**src/design/mfd_pkg.sv**
```systemverilog
`timescale 1ns / 1ps
`default_nettype none
// ---------------------------------------------------------------------------
// mfd_pkg - shared types and constants of the marker frame deframer
// Marker bytes, status codes, queue sizes and the records that pass
// between the front end, the command queue and the drain engine.
// ---------------------------------------------------------------------------
package mfd_pkg;

  localparam int MAX_BODY_DEF = 64;

  localparam logic [7:0] START_BYTE = 8'd255;
  localparam logic [7:0] END_BYTE   = 8'd254;
  localparam logic [7:0] SUM_MOD    = 8'd253;

  localparam logic [1:0] ST_PAYLOAD  = 2'd0;
  localparam logic [1:0] ST_EMPTY_OK = 2'd1;
  localparam logic [1:0] ST_CSUM_ERR = 2'd2;
  localparam logic [1:0] ST_OVERFLOW = 2'd3;

  // Payload lengths never exceed MAX_BODY - 1, so eight bits suffice while MAX_BODY <= 256.
  localparam int LEN_W = 8;

  localparam int CMDQ_DEPTH = 4;
  localparam int OUTQ_DEPTH = 4;
  localparam int OUTQ_CNT_W = $clog2(OUTQ_DEPTH + 1);

  typedef struct packed {
    logic [1:0]       status;
    logic             bank;
    logic [LEN_W-1:0] plen;
  } cmd_t;

  typedef struct packed {
    logic [7:0] data;
    logic       last;
    logic [1:0] status;
  } res_t;

endpackage
`default_nettype wire

```
**src/design/mfd_ram.sv**
```systemverilog
`timescale 1ns / 1ps
`default_nettype none
// ---------------------------------------------------------------------------
// mfd_ram - generic simple dual-port RAM
// One write port and one read port, read data registered.
// ---------------------------------------------------------------------------
module mfd_ram #(
  parameter int WIDTH = 8,
  parameter int DEPTH = 128
) (
  input  wire logic                     clk,
  input  wire logic                     we,
  input  wire logic [$clog2(DEPTH)-1:0] waddr,
  input  wire logic [WIDTH-1:0]         wdata,
  input  wire logic [$clog2(DEPTH)-1:0] raddr,
  output logic      [WIDTH-1:0]         rdata
);

  logic [WIDTH-1:0] mem_r [DEPTH];

  always_ff @(posedge clk) begin
    if (we) begin
      mem_r[waddr] <= wdata;
    end
    rdata <= mem_r[raddr];
  end

endmodule
`default_nettype wire

```
**src/design/mfd_fifo.sv**
```systemverilog
`timescale 1ns / 1ps
`default_nettype none
// ---------------------------------------------------------------------------
// mfd_fifo - small register FIFO
// Used for the command queue and the result queue; reports its fill level.
// ---------------------------------------------------------------------------
module mfd_fifo #(
  parameter int WIDTH = 8,
  parameter int DEPTH = 4
) (
  input  wire logic                       clk,
  input  wire logic                       rst_n,
  input  wire logic                       push,
  input  wire logic [WIDTH-1:0]           din,
  output logic                            full,
  input  wire logic                       pop,
  output logic      [WIDTH-1:0]           dout,
  output logic                            empty,
  output logic      [$clog2(DEPTH+1)-1:0] count
);

  localparam int PW = $clog2(DEPTH);
  localparam int CW = $clog2(DEPTH + 1);

  logic [WIDTH-1:0] mem_r [DEPTH];
  logic [PW-1:0]    wptr_r, wptr_nxt;
  logic [PW-1:0]    rptr_r, rptr_nxt;
  logic [CW-1:0]    cnt_r, cnt_nxt;
  logic             do_push, do_pop;

  assign full    = (cnt_r == CW'(DEPTH));
  assign empty   = (cnt_r == '0);
  assign count   = cnt_r;
  assign dout    = mem_r[rptr_r];
  assign do_push = push && !full;
  assign do_pop  = pop && !empty;

  always_comb begin
    wptr_nxt = wptr_r;
    rptr_nxt = rptr_r;
    cnt_nxt  = cnt_r;
    if (do_push) begin
      wptr_nxt = (wptr_r == PW'(DEPTH - 1)) ? '0 : wptr_r + 1'b1;
    end
    if (do_pop) begin
      rptr_nxt = (rptr_r == PW'(DEPTH - 1)) ? '0 : rptr_r + 1'b1;
    end
    if (do_push && !do_pop) begin
      cnt_nxt = cnt_r + 1'b1;
    end else if (do_pop && !do_push) begin
      cnt_nxt = cnt_r - 1'b1;
    end
  end

  always_ff @(posedge clk) begin
    if (!rst_n) begin
      wptr_r <= '0;
      rptr_r <= '0;
      cnt_r  <= '0;
    end else begin
      wptr_r <= wptr_nxt;
      rptr_r <= rptr_nxt;
      cnt_r  <= cnt_nxt;
    end
  end

  always_ff @(posedge clk) begin
    if (do_push) begin
      mem_r[wptr_r] <= din;
    end
  end

endmodule
`default_nettype wire

```
**src/design/mfd_front.sv**
```systemverilog
`timescale 1ns / 1ps
`default_nettype none
// ---------------------------------------------------------------------------
// mfd_front - frame hunter and body collector
// Tracks the frame, stores body bytes into the current RAM bank, keeps the
// running checksum and posts one command per finished frame.
// ---------------------------------------------------------------------------
module mfd_front #(
  parameter int MAX_BODY = mfd_pkg::MAX_BODY_DEF
) (
  input  wire logic                            clk,
  input  wire logic                            rst_n,
  input  wire logic                            push,
  input  wire logic [7:0]                      rx_byte,
  output logic                                 full,
  input  wire logic                            cmdq_full,
  output logic                                 cmd_push,
  output mfd_pkg::cmd_t                        cmd,
  output logic                                 ram_we,
  output logic      [$clog2(MAX_BODY):0]       ram_waddr,
  output logic      [7:0]                      ram_wdata,
  input  wire logic                            bank_release
);

  localparam int IW = $clog2(MAX_BODY);
  localparam int CW = $clog2(MAX_BODY + 1);

  logic          in_frame_r, in_frame_nxt;
  logic [CW-1:0] count_r, count_nxt;
  logic [7:0]    sum_r, sum_nxt;
  logic [7:0]    latest_r, latest_nxt;
  logic          bank_r, bank_nxt;
  logic [1:0]    pend_r, pend_nxt;
  logic          commit;
  logic          accept;
  logic [7:0]    lat_red;
  logic [8:0]    sum_wide;

  // Command queue full, or both banks busy until the drain hands one back.
  assign full   = cmdq_full || (pend_r == 2'd2);
  assign accept = push && !full;

  assign ram_waddr = {bank_r, count_r[IW-1:0]};
  assign ram_wdata = rx_byte;

  always_comb begin
    lat_red  = (latest_r >= mfd_pkg::SUM_MOD) ? latest_r - mfd_pkg::SUM_MOD : latest_r;
    sum_wide = {1'b0, sum_r} + {1'b0, lat_red};
    if (sum_wide >= {1'b0, mfd_pkg::SUM_MOD}) begin
      sum_wide = sum_wide - {1'b0, mfd_pkg::SUM_MOD};
    end
  end

  always_comb begin
    in_frame_nxt = in_frame_r;
    count_nxt    = count_r;
    sum_nxt      = sum_r;
    latest_nxt   = latest_r;
    bank_nxt     = bank_r;
    commit       = 1'b0;
    cmd_push     = 1'b0;
    cmd.status   = mfd_pkg::ST_CSUM_ERR;
    cmd.bank     = bank_r;
    cmd.plen     = mfd_pkg::LEN_W'(count_r) - 1'b1;
    ram_we       = 1'b0;
    if (accept) begin
      if (!in_frame_r) begin
        if (rx_byte == mfd_pkg::START_BYTE) begin
          in_frame_nxt = 1'b1;
          count_nxt    = '0;
          sum_nxt      = '0;
          latest_nxt   = '0;
        end
      end else if (rx_byte != mfd_pkg::END_BYTE) begin
        if (count_r >= CW'(MAX_BODY)) begin
          cmd_push     = 1'b1;
          cmd.status   = mfd_pkg::ST_OVERFLOW;
          in_frame_nxt = 1'b0;
          count_nxt    = '0;
          sum_nxt      = '0;
          latest_nxt   = '0;
        end else begin
          ram_we     = 1'b1;
          if (count_r != '0) begin
            sum_nxt = sum_wide[7:0];
          end
          latest_nxt = rx_byte;
          count_nxt  = count_r + 1'b1;
        end
      end else begin
        cmd_push = 1'b1;
        if (count_r == '0 || latest_r != sum_r) begin
          cmd.status = mfd_pkg::ST_CSUM_ERR;
        end else if (count_r == CW'(1)) begin
          cmd.status = mfd_pkg::ST_EMPTY_OK;
        end else begin
          cmd.status = mfd_pkg::ST_PAYLOAD;
          commit     = 1'b1;
          bank_nxt   = ~bank_r;
        end
        in_frame_nxt = 1'b0;
        count_nxt    = '0;
        sum_nxt      = '0;
        latest_nxt   = '0;
      end
    end
  end

  always_comb begin
    case ({commit, bank_release})
      2'b10:   pend_nxt = pend_r + 1'b1;
      2'b01:   pend_nxt = pend_r - 1'b1;
      default: pend_nxt = pend_r;
    endcase
  end

  always_ff @(posedge clk) begin
    if (!rst_n) begin
      in_frame_r <= 1'b0;
      count_r    <= '0;
      sum_r      <= '0;
      latest_r   <= '0;
      bank_r     <= 1'b0;
      pend_r     <= '0;
    end else begin
      in_frame_r <= in_frame_nxt;
      count_r    <= count_nxt;
      sum_r      <= sum_nxt;
      latest_r   <= latest_nxt;
      bank_r     <= bank_nxt;
      pend_r     <= pend_nxt;
    end
  end

  a_cmd_fits: assert property (@(posedge clk) disable iff (!rst_n)
    cmd_push |-> !cmdq_full)
    else $error("command posted into a full queue");

  a_pend_range: assert property (@(posedge clk) disable iff (!rst_n)
    pend_r != 2'd3)
    else $error("more banks pending than exist");

  a_release_owned: assert property (@(posedge clk) disable iff (!rst_n)
    bank_release |-> pend_r != 2'd0)
    else $error("bank released while none pending");

endmodule
`default_nettype wire

```
**src/design/mfd_back.sv**
```systemverilog
`timescale 1ns / 1ps
`default_nettype none
// ---------------------------------------------------------------------------
// mfd_back - drain engine
// Takes commands in order, turns status commands into one result and
// streams a payload bank out of the RAM into the result queue.
// ---------------------------------------------------------------------------
module mfd_back #(
  parameter int MAX_BODY = mfd_pkg::MAX_BODY_DEF
) (
  input  wire logic                           clk,
  input  wire logic                           rst_n,
  input  wire mfd_pkg::cmd_t                  cmd,
  input  wire logic                           cmdq_empty,
  output logic                                cmdq_pop,
  output logic      [$clog2(MAX_BODY):0]      ram_raddr,
  input  wire logic [7:0]                     ram_rdata,
  output logic                                outq_push,
  output mfd_pkg::res_t                       outq_din,
  input  wire logic                           outq_full,
  input  wire logic [mfd_pkg::OUTQ_CNT_W-1:0] outq_count,
  output logic                                bank_release
);

  localparam int IW = $clog2(MAX_BODY);
  localparam int LW = mfd_pkg::LEN_W;
  localparam int OW = mfd_pkg::OUTQ_CNT_W;

  localparam logic S_IDLE  = 1'b0;
  localparam logic S_DRAIN = 1'b1;

  logic          state_r, state_nxt;
  logic          bank_r, bank_nxt;
  logic [LW-1:0] plen_r, plen_nxt;
  logic [LW-1:0] idx_r, idx_nxt;
  logic          rd_vld_r, rd_vld_nxt;
  logic          rd_last_r, rd_last_nxt;
  logic [OW:0]   occ;
  logic          credit;

  // Room for one more beat, counting a read still in flight.
  assign occ       = {1'b0, outq_count} + {{OW{1'b0}}, rd_vld_r};
  assign credit    = occ < (OW + 1)'(mfd_pkg::OUTQ_DEPTH);
  assign ram_raddr = {bank_r, idx_r[IW-1:0]};

  always_comb begin
    state_nxt       = state_r;
    bank_nxt        = bank_r;
    plen_nxt        = plen_r;
    idx_nxt         = idx_r;
    rd_vld_nxt      = 1'b0;
    rd_last_nxt     = rd_last_r;
    cmdq_pop        = 1'b0;
    bank_release    = 1'b0;
    outq_push       = rd_vld_r;
    outq_din.data   = ram_rdata;
    outq_din.last   = rd_last_r;
    outq_din.status = mfd_pkg::ST_PAYLOAD;
    case (state_r)
      S_IDLE: begin
        if (!cmdq_empty && credit && !rd_vld_r) begin
          cmdq_pop = 1'b1;
          if (cmd.status == mfd_pkg::ST_PAYLOAD) begin
            bank_nxt  = cmd.bank;
            plen_nxt  = cmd.plen;
            idx_nxt   = '0;
            state_nxt = S_DRAIN;
          end else begin
            outq_push       = 1'b1;
            outq_din.data   = '0;
            outq_din.last   = 1'b1;
            outq_din.status = cmd.status;
          end
        end
      end
      S_DRAIN: begin
        if (credit) begin
          rd_vld_nxt  = 1'b1;
          rd_last_nxt = (idx_r == plen_r - 1'b1);
          idx_nxt     = idx_r + 1'b1;
          if (idx_r == plen_r - 1'b1) begin
            bank_release = 1'b1;
            state_nxt    = S_IDLE;
          end
        end
      end
      default: begin
        state_nxt = S_IDLE;
      end
    endcase
  end

  always_ff @(posedge clk) begin
    if (!rst_n) begin
      state_r  <= S_IDLE;
      rd_vld_r <= 1'b0;
    end else begin
      state_r  <= state_nxt;
      rd_vld_r <= rd_vld_nxt;
    end
  end

  always_ff @(posedge clk) begin
    bank_r    <= bank_nxt;
    plen_r    <= plen_nxt;
    idx_r     <= idx_nxt;
    rd_last_r <= rd_last_nxt;
  end

  a_outq_room: assert property (@(posedge clk) disable iff (!rst_n)
    outq_push |-> !outq_full)
    else $error("result pushed into a full queue");

  a_drain_len: assert property (@(posedge clk) disable iff (!rst_n)
    (state_r == S_DRAIN) |-> (plen_r != '0) && (idx_r < plen_r))
    else $error("drain index out of range");

  a_release_ends: assert property (@(posedge clk) disable iff (!rst_n)
    bank_release |=> (state_r == S_IDLE) && rd_vld_r && rd_last_r)
    else $error("bank released without its final read");

endmodule
`default_nettype wire

```
**src/design/marker_frame_deframer_mod253_top.sv**
```systemverilog
`timescale 1ns / 1ps
`default_nettype none
// ---------------------------------------------------------------------------
// marker_frame_deframer_mod253_top - marker framed byte deframer
// Hunts for a start byte, collects the frame body, checks a sum-mod-253
// checksum on the end byte and delivers the payload or a status beat.
// ---------------------------------------------------------------------------
//
//   Channel  Ports                              Direction  Beat
//   input    push, full, in_rx_byte             in         one received byte
//   result   empty, pop, out_byte, out_last,    out        one payload byte or
//            out_status                                    one status word
//
// Every accepted byte is handled in the cycle it arrives. With the drain
// engine idle, a status beat reaches the result ports through the command
// and result queues, and the first payload beat also through the drain state
// and the RAM read register; the payload then streams at one beat per cycle
// while the result queue has room, limited by the body RAM's single read port.
// Reset is synchronous and active low; it returns to hunting and empties
// both queues. Body RAM contents are not cleared and need not be.
// full rises while the command queue is full or while both body banks
// hold frames that are still draining; a stalled result side backs up the
// result queue, then the drain, then the command queue.
//
// Structure: the front end writes body bytes into one half of a two-bank
// RAM while the drain engine reads frames out of the other half. A short
// command queue carries one entry per finished frame between the two.
module marker_frame_deframer_mod253_top #(
  parameter int MAX_BODY = mfd_pkg::MAX_BODY_DEF
) (
  input  wire logic       clk,
  input  wire logic       rst_n,
  input  wire logic       push,
  output logic            full,
  input  wire logic [7:0] in_rx_byte,
  output logic            empty,
  input  wire logic       pop,
  output logic      [7:0] out_byte,
  output logic            out_last,
  output logic      [1:0] out_status
);

  localparam int AW     = $clog2(MAX_BODY) + 1;
  localparam int CMD_W  = $bits(mfd_pkg::cmd_t);
  localparam int RES_W  = $bits(mfd_pkg::res_t);

  mfd_pkg::cmd_t cmd_in, cmd_out;
  mfd_pkg::res_t res_in, res_out;
  logic          cmd_push, cmd_pop, cmdq_full, cmdq_empty;
  logic          ram_we;
  logic [AW-1:0] ram_waddr, ram_raddr;
  logic [7:0]    ram_wdata, ram_rdata;
  logic          outq_push, outq_full;
  logic [mfd_pkg::OUTQ_CNT_W-1:0] outq_count;
  logic [$clog2(mfd_pkg::CMDQ_DEPTH + 1)-1:0] cmdq_count;
  logic          bank_release;

  // Front end: frame tracking, checksum, body storage.
  mfd_front #(
    .MAX_BODY (MAX_BODY)
  ) u_front (
    .clk          (clk),
    .rst_n        (rst_n),
    .push         (push),
    .rx_byte      (in_rx_byte),
    .full         (full),
    .cmdq_full    (cmdq_full),
    .cmd_push     (cmd_push),
    .cmd          (cmd_in),
    .ram_we       (ram_we),
    .ram_waddr    (ram_waddr),
    .ram_wdata    (ram_wdata),
    .bank_release (bank_release)
  );

  // Two banks of MAX_BODY-rounded-up entries, selected by the top address bit.
  mfd_ram #(
    .WIDTH (8),
    .DEPTH (2 ** AW)
  ) u_ram (
    .clk   (clk),
    .we    (ram_we),
    .waddr (ram_waddr),
    .wdata (ram_wdata),
    .raddr (ram_raddr),
    .rdata (ram_rdata)
  );

  // Command queue: one entry per finished or aborted frame, in order.
  mfd_fifo #(
    .WIDTH (CMD_W),
    .DEPTH (mfd_pkg::CMDQ_DEPTH)
  ) u_cmdq (
    .clk   (clk),
    .rst_n (rst_n),
    .push  (cmd_push),
    .din   (cmd_in),
    .full  (cmdq_full),
    .pop   (cmd_pop),
    .dout  (cmd_out),
    .empty (cmdq_empty),
    .count (cmdq_count)
  );

  // Drain engine: turns commands into result beats.
  mfd_back #(
    .MAX_BODY (MAX_BODY)
  ) u_back (
    .clk          (clk),
    .rst_n        (rst_n),
    .cmd          (cmd_out),
    .cmdq_empty   (cmdq_empty),
    .cmdq_pop     (cmd_pop),
    .ram_raddr    (ram_raddr),
    .ram_rdata    (ram_rdata),
    .outq_push    (outq_push),
    .outq_din     (res_in),
    .outq_full    (outq_full),
    .outq_count   (outq_count),
    .bank_release (bank_release)
  );

  // Result queue: decouples the drain from the consumer's pop pattern.
  mfd_fifo #(
    .WIDTH (RES_W),
    .DEPTH (mfd_pkg::OUTQ_DEPTH)
  ) u_outq (
    .clk   (clk),
    .rst_n (rst_n),
    .push  (outq_push),
    .din   (res_in),
    .full  (outq_full),
    .pop   (pop),
    .dout  (res_out),
    .empty (empty),
    .count (outq_count)
  );

  assign out_byte   = res_out.data;
  assign out_last   = res_out.last;
  assign out_status = res_out.status;

  // The command queue never holds more entries than it has slots.
  a_cmdq_level: assert property (@(posedge clk) disable iff (!rst_n)
    cmdq_count <= ($clog2(mfd_pkg::CMDQ_DEPTH + 1))'(mfd_pkg::CMDQ_DEPTH))
    else $error("command queue level out of range");

endmodule
`default_nettype wire

```
**config.mk**
```make
export PLATFORM = sky130hd
export DESIGN_NAME = marker_frame_deframer_mod253_top
export DESIGN_NICKNAME = d
export VERILOG_FILES = /design/src/design/mfd_pkg.sv /design/src/design/mfd_ram.sv /design/src/design/mfd_fifo.sv /design/src/design/mfd_front.sv /design/src/design/mfd_back.sv /design/src/design/marker_frame_deframer_mod253_top.sv
export SDC_FILE = /design/constraint.sdc
export NUM_CORES = 1
export LEC_CHECK = 0
export BUFFER_PORTS_ARGS = -buffer_cell sky130_fd_sc_hd__clkbuf_2
export CORE_ASPECT_RATIO = 1.75
export CORE_MARGIN = 1
export CORE_UTILIZATION = 38
export CTS_CLUSTER_DIAMETER = 200
export DETAILED_ROUTE_END_ITERATION = 10
export GPL_TIMING_DRIVEN = 0
export PLACE_DENSITY_LB_ADDON = 0.15
export SYNTH_ARGS = -nofsm -noshare
export SYNTH_HDL_FRONTEND = slang
export SYNTH_SLANG_ARGS = --single-unit
```
**constraint.sdc**
```tcl
create_clock -name clk -period 7.3 [get_ports clk]
set_input_delay 0.73 -clock clk [delete_from_list [all_inputs] [get_ports clk]]
set_output_delay 0.73 -clock clk [all_outputs]
set_load 0.005 [all_outputs]
```
==> metrics.md <==
| Metric | Value |
|---|---|
| Outcome | `completed` |
| Placed Instances | `4032` |
| Antenna viol nets, final | `0` |
| Kind of critical path | `flop to flop` |
| Vias/cell | `5.70` |
| Synth top cells by count | `1130 x edfxtp_1, 312 x mux4_2, 175 x nor2_1` |
| Iteration-0 DRC Markers | `2541` |
| Min cycle time layout | `5.33 ns` |
| Fmax achieved | `0.188 GHz` |
| Clock Latency Late Sink | `0.73 ns` |
| Largest net degree at the start of global routing | `131` |
| Placed Area | `49600 um2` |
| Vias in the first global route | `25400` |
| R2R setup slack | `1.97 ns` |
| Initial antenna violation count | `3` |
| Yosys top cell area share | `72.0%` |
| Total global-route track usage | `23.7%` |
| Max-slew headroom | `1.68%` |
| Post-CTS setup buffer count | `0` |
| First-pass GRT wire length | `201 mm` |
| Setup crit end | `u_ram.rdata[7]` |
| Clock-pin slew on the worst setup and hold paths | `0.06 ns` |
| Post-synth ARST share | `0%` |
| PostCTS Resize Cnt | `0` |
| Worst endpoint required time | `7.72 ns` |
| Root Buffer | `clkbuf_16` |
| Post-DP HPWL | `99.9 mm` |
| Unique masters post-synth | `64` |
| P_leak | `16.2 nW` |
| CTS tree | `done` |
| RSZ-0062 raised after global routing | `no` |
| Worst r2r dst | `u_ram.rdata[7]` |
| Max VDD drop | `0.000234 V` |
| Area grow syn2layout | `12.5%` |
| First drt pass iteration count | `7` |
| Setup Skew | `0.0341 ns` |
| Area occupied by multi-input gates | `11400 um2` |
| Pwr dens | `338 nW/um2` |
| FP Rows | `170` |
| Setup-failing EPs final | `0` |
| Worst setup startpoint | `u_back.idx_r[1]` |
| Final setup TNS | `0 ns` |
| Largest cells by area after synthesis | `edfxtp_1 72%, mux4_2 15%, dfxtp_1 2.3%` |
| Number of remaining DRC errors | `0` |
| R2R cell count | `7` |
| CTS Sinks | `1185` |
| Hold Path Cell Cnt | `1` |
| Clock Path Buffers | `3` |
| Worst Hold Launch | `in_rx_byte[1]` |
| Syn Area/Cell | `19.9 um2` |
| Actual slew at the worst max-slew pin | `1.47 ns` |
| Final Hold Viols | `0` |
| Sequential share of the synthesized area | `74.3%` |
| Final std cells w/o fill | `4235` |
| RR Startpoint | `u_back.idx_r[1]` |
| Share of layout cells above drive strength 1 | `22.6%` |
| Pre-CTS setup slack | `1.40 ns` |
| Fill cells | `10900` |
| Gp weighted congestion | `0.951` |
| Post-synth EDFFs | `1130` |
| I/O pin count | `25` |
| Hold slack final | `0.259 ns` |
| Pins Over Slew Limit | `0` |
| Synth Register Bits | `1185` |
| Post-route setup slack | `1.97 ns` |
| CP startpoint kind | `flop` |
| CP Capture Type | `flop` |
| Effective utilization at floorplan | `38.4%` |
| Critical path peak fanout | `10` |
| Fin area | `53000 um2` |
| Fin nets | `2551` |
| Fin crit share | `73.0%` |
| Worst min path class | `primary input to flop` |
| Mapped Area | `47200 um2` |
| Port bufs | `24` |
| H-tree level count | `3` |
| Sequential Area | `35000 um2` |
| Num CTS Buffers | `106` |
| Die Span Y | `468 um` |
| Die ar. | `126000 um2` |
| Synth area leader | `edfxtp_1` |
| Synth Flop Type | `edfxtp_1` |
| Mapped Cells | `2366` |
| Vias | `24100` |
| Die X | `268 um` |
| Maxcap violations | `0` |
| Syn. warnings | `0` |
| Core region area | `123000 um2` |
| Syn nets | `2411` |
| Post-Route WL | `146 mm` |
| Cts hold-fix bufs | `0` |
| Gr ovfl total | `0` |
| Most numerous cell in the Yosys netlist | `edfxtp_1` |
| Arrival time of the worst setup path | `5.75 ns` |
| Routed len/inst | `34.5 um` |
cells in the final DEF (no fill, tap or decap), types with 12 or more instances in the layout:
| master | netlist | final |
|---|---|---|
| dfxtp_1 | 55 | 55 |
| nor3_1 | 23 | 23 |
| nand2_1 | 101 | 101 |
| clkbuf_1 | 61 | 74 |
| nor2_1 | 175 | 175 |
| inv_1 | 32 | 32 |
| xor2_1 | 17 | 17 |
| buf_2 | 21 | 25 |
| nor2b_1 | 34 | 34 |
| a22oi_1 | 24 | 24 |
| xnor2_1 | 29 | 29 |
| nand4_1 | 23 | 23 |
| ha_1 | 30 | 30 |
| mux2_2 | 19 | 19 |
| and2_1 | 30 | 30 |
| o22ai_1 | 14 | 14 |
| buf_6 | 13 | 13 |
| edfxtp_1 | 1130 | 1130 |
| clkbuf_16 | 0 | 108 |
| or3_1 | 12 | 12 |
| mux2i_1 | 16 | 16 |
| nand3_1 | 38 | 38 |
| clkbuf_2 | 0 | 25 |
| clkinv_1 | 0 | 21 |
| a21oi_1 | 19 | 19 |
| clkinv_2 | 0 | 23 |
| o21ai_0 | 19 | 19 |
| mux4_2 | 312 | 312 |
sequential cells by signal (all words and copies together), names as in the netlist, 3 cells and up, named ones only:
| name | count |
|---|---|
| u_cmdq.count | 3 |
| u_front.sum_r | 8 |
| u_outq.mem_r | 44 |
| u_front.latest_r | 8 |
| u_cmdq.mem_r | 44 |
| u_front.count_r | 7 |
| u_ram.mem_r | 1024 |
| u_back.plen_r | 8 |
| u_outq.count | 3 |
| u_ram.rdata | 8 |
| u_back.idx_r | 8 |
stage by stage:
step                total power [mW]  util (%)
floorplan                       10.3         -
global placement                12.4      40.1
detailed placement              12.4      40.3
CTS                             18.0      43.1
global route                    18.3      43.1
finish                          17.9      43.1
how the worst min path moves through the flow:
stage	end	slack (ns)
finish	u_ram.mem_r[9][1]	0.26
global route	u_ram.mem_r[11][1]	0.24
CTS	u_ram.mem_r[9][1]	0.21
detailed placement	u_front.sum_r[0]	0.48
global placement	u_front.sum_r[0]	0.47
floorplan	u_front.sum_r[0]	0.46
layer usage:
metal	wire length (um)	GRT usage [%]	part of all wire (%)	vias to the layer above
met1	48300	25.2	33	12900
met3	7960	3.52	5.4	314
li1	-	-	-	9903
met4	10300	14.8	7.0	0
met2	79600	43.5	54	996
met5	0	0	0	-
report_power, final:
group,internal [mW],switching (mW),total [mW],leakage (nW)
Combinational,1.62,2.93,4.55,4.01
Clock,3.10,2.58,5.68,1.68
Sequential,7.61,0.0815,7.69,10.5
final cells by class:
class	count	area share, %
Clock buffer	132	5.30
Antenna cell	3	0.0142
Multi-Input combinational cell	1033	21.5
Buffer	115	1.14
Timing Repair Buffer	32	0.698
Sequential cell	1185	66.1
Inverter	33	0.234
Tap cell	1634	3.86
Clock inverter	68	1.19
logic make-up (layout without fill, tap and decap cells):
| logic type | after synthesis | count (layout) | synth area share [%] |
|---|---|---|---|
| simple gates | 477 | 477 | 4.76 |
| fa+ha+maj | 33 | 33 | 0.923 |
| compound gates | 129 | 129 | 1.92 |
| buf+inv | 148 | 380 | 1.51 |
| flops | 1185 | 1185 | 74.3 |
| mux | 347 | 347 | 15.7 |
| other cells | 0 | 3 | 0 |
| xor+xnor | 47 | 47 | 0.889 |
worst max-delay path, stage by stage, from the launching register on:
cell      delay [ns]
edfxtp_1        0.35
buf_2           0.33
clkbuf_1        1.10
clkbuf_1        1.13
mux4_2          0.46
mux4_2          0.56
a22oi_1         0.54
nand4_1         0.51
No activity file was read; power rests on OpenSTA's default activity.
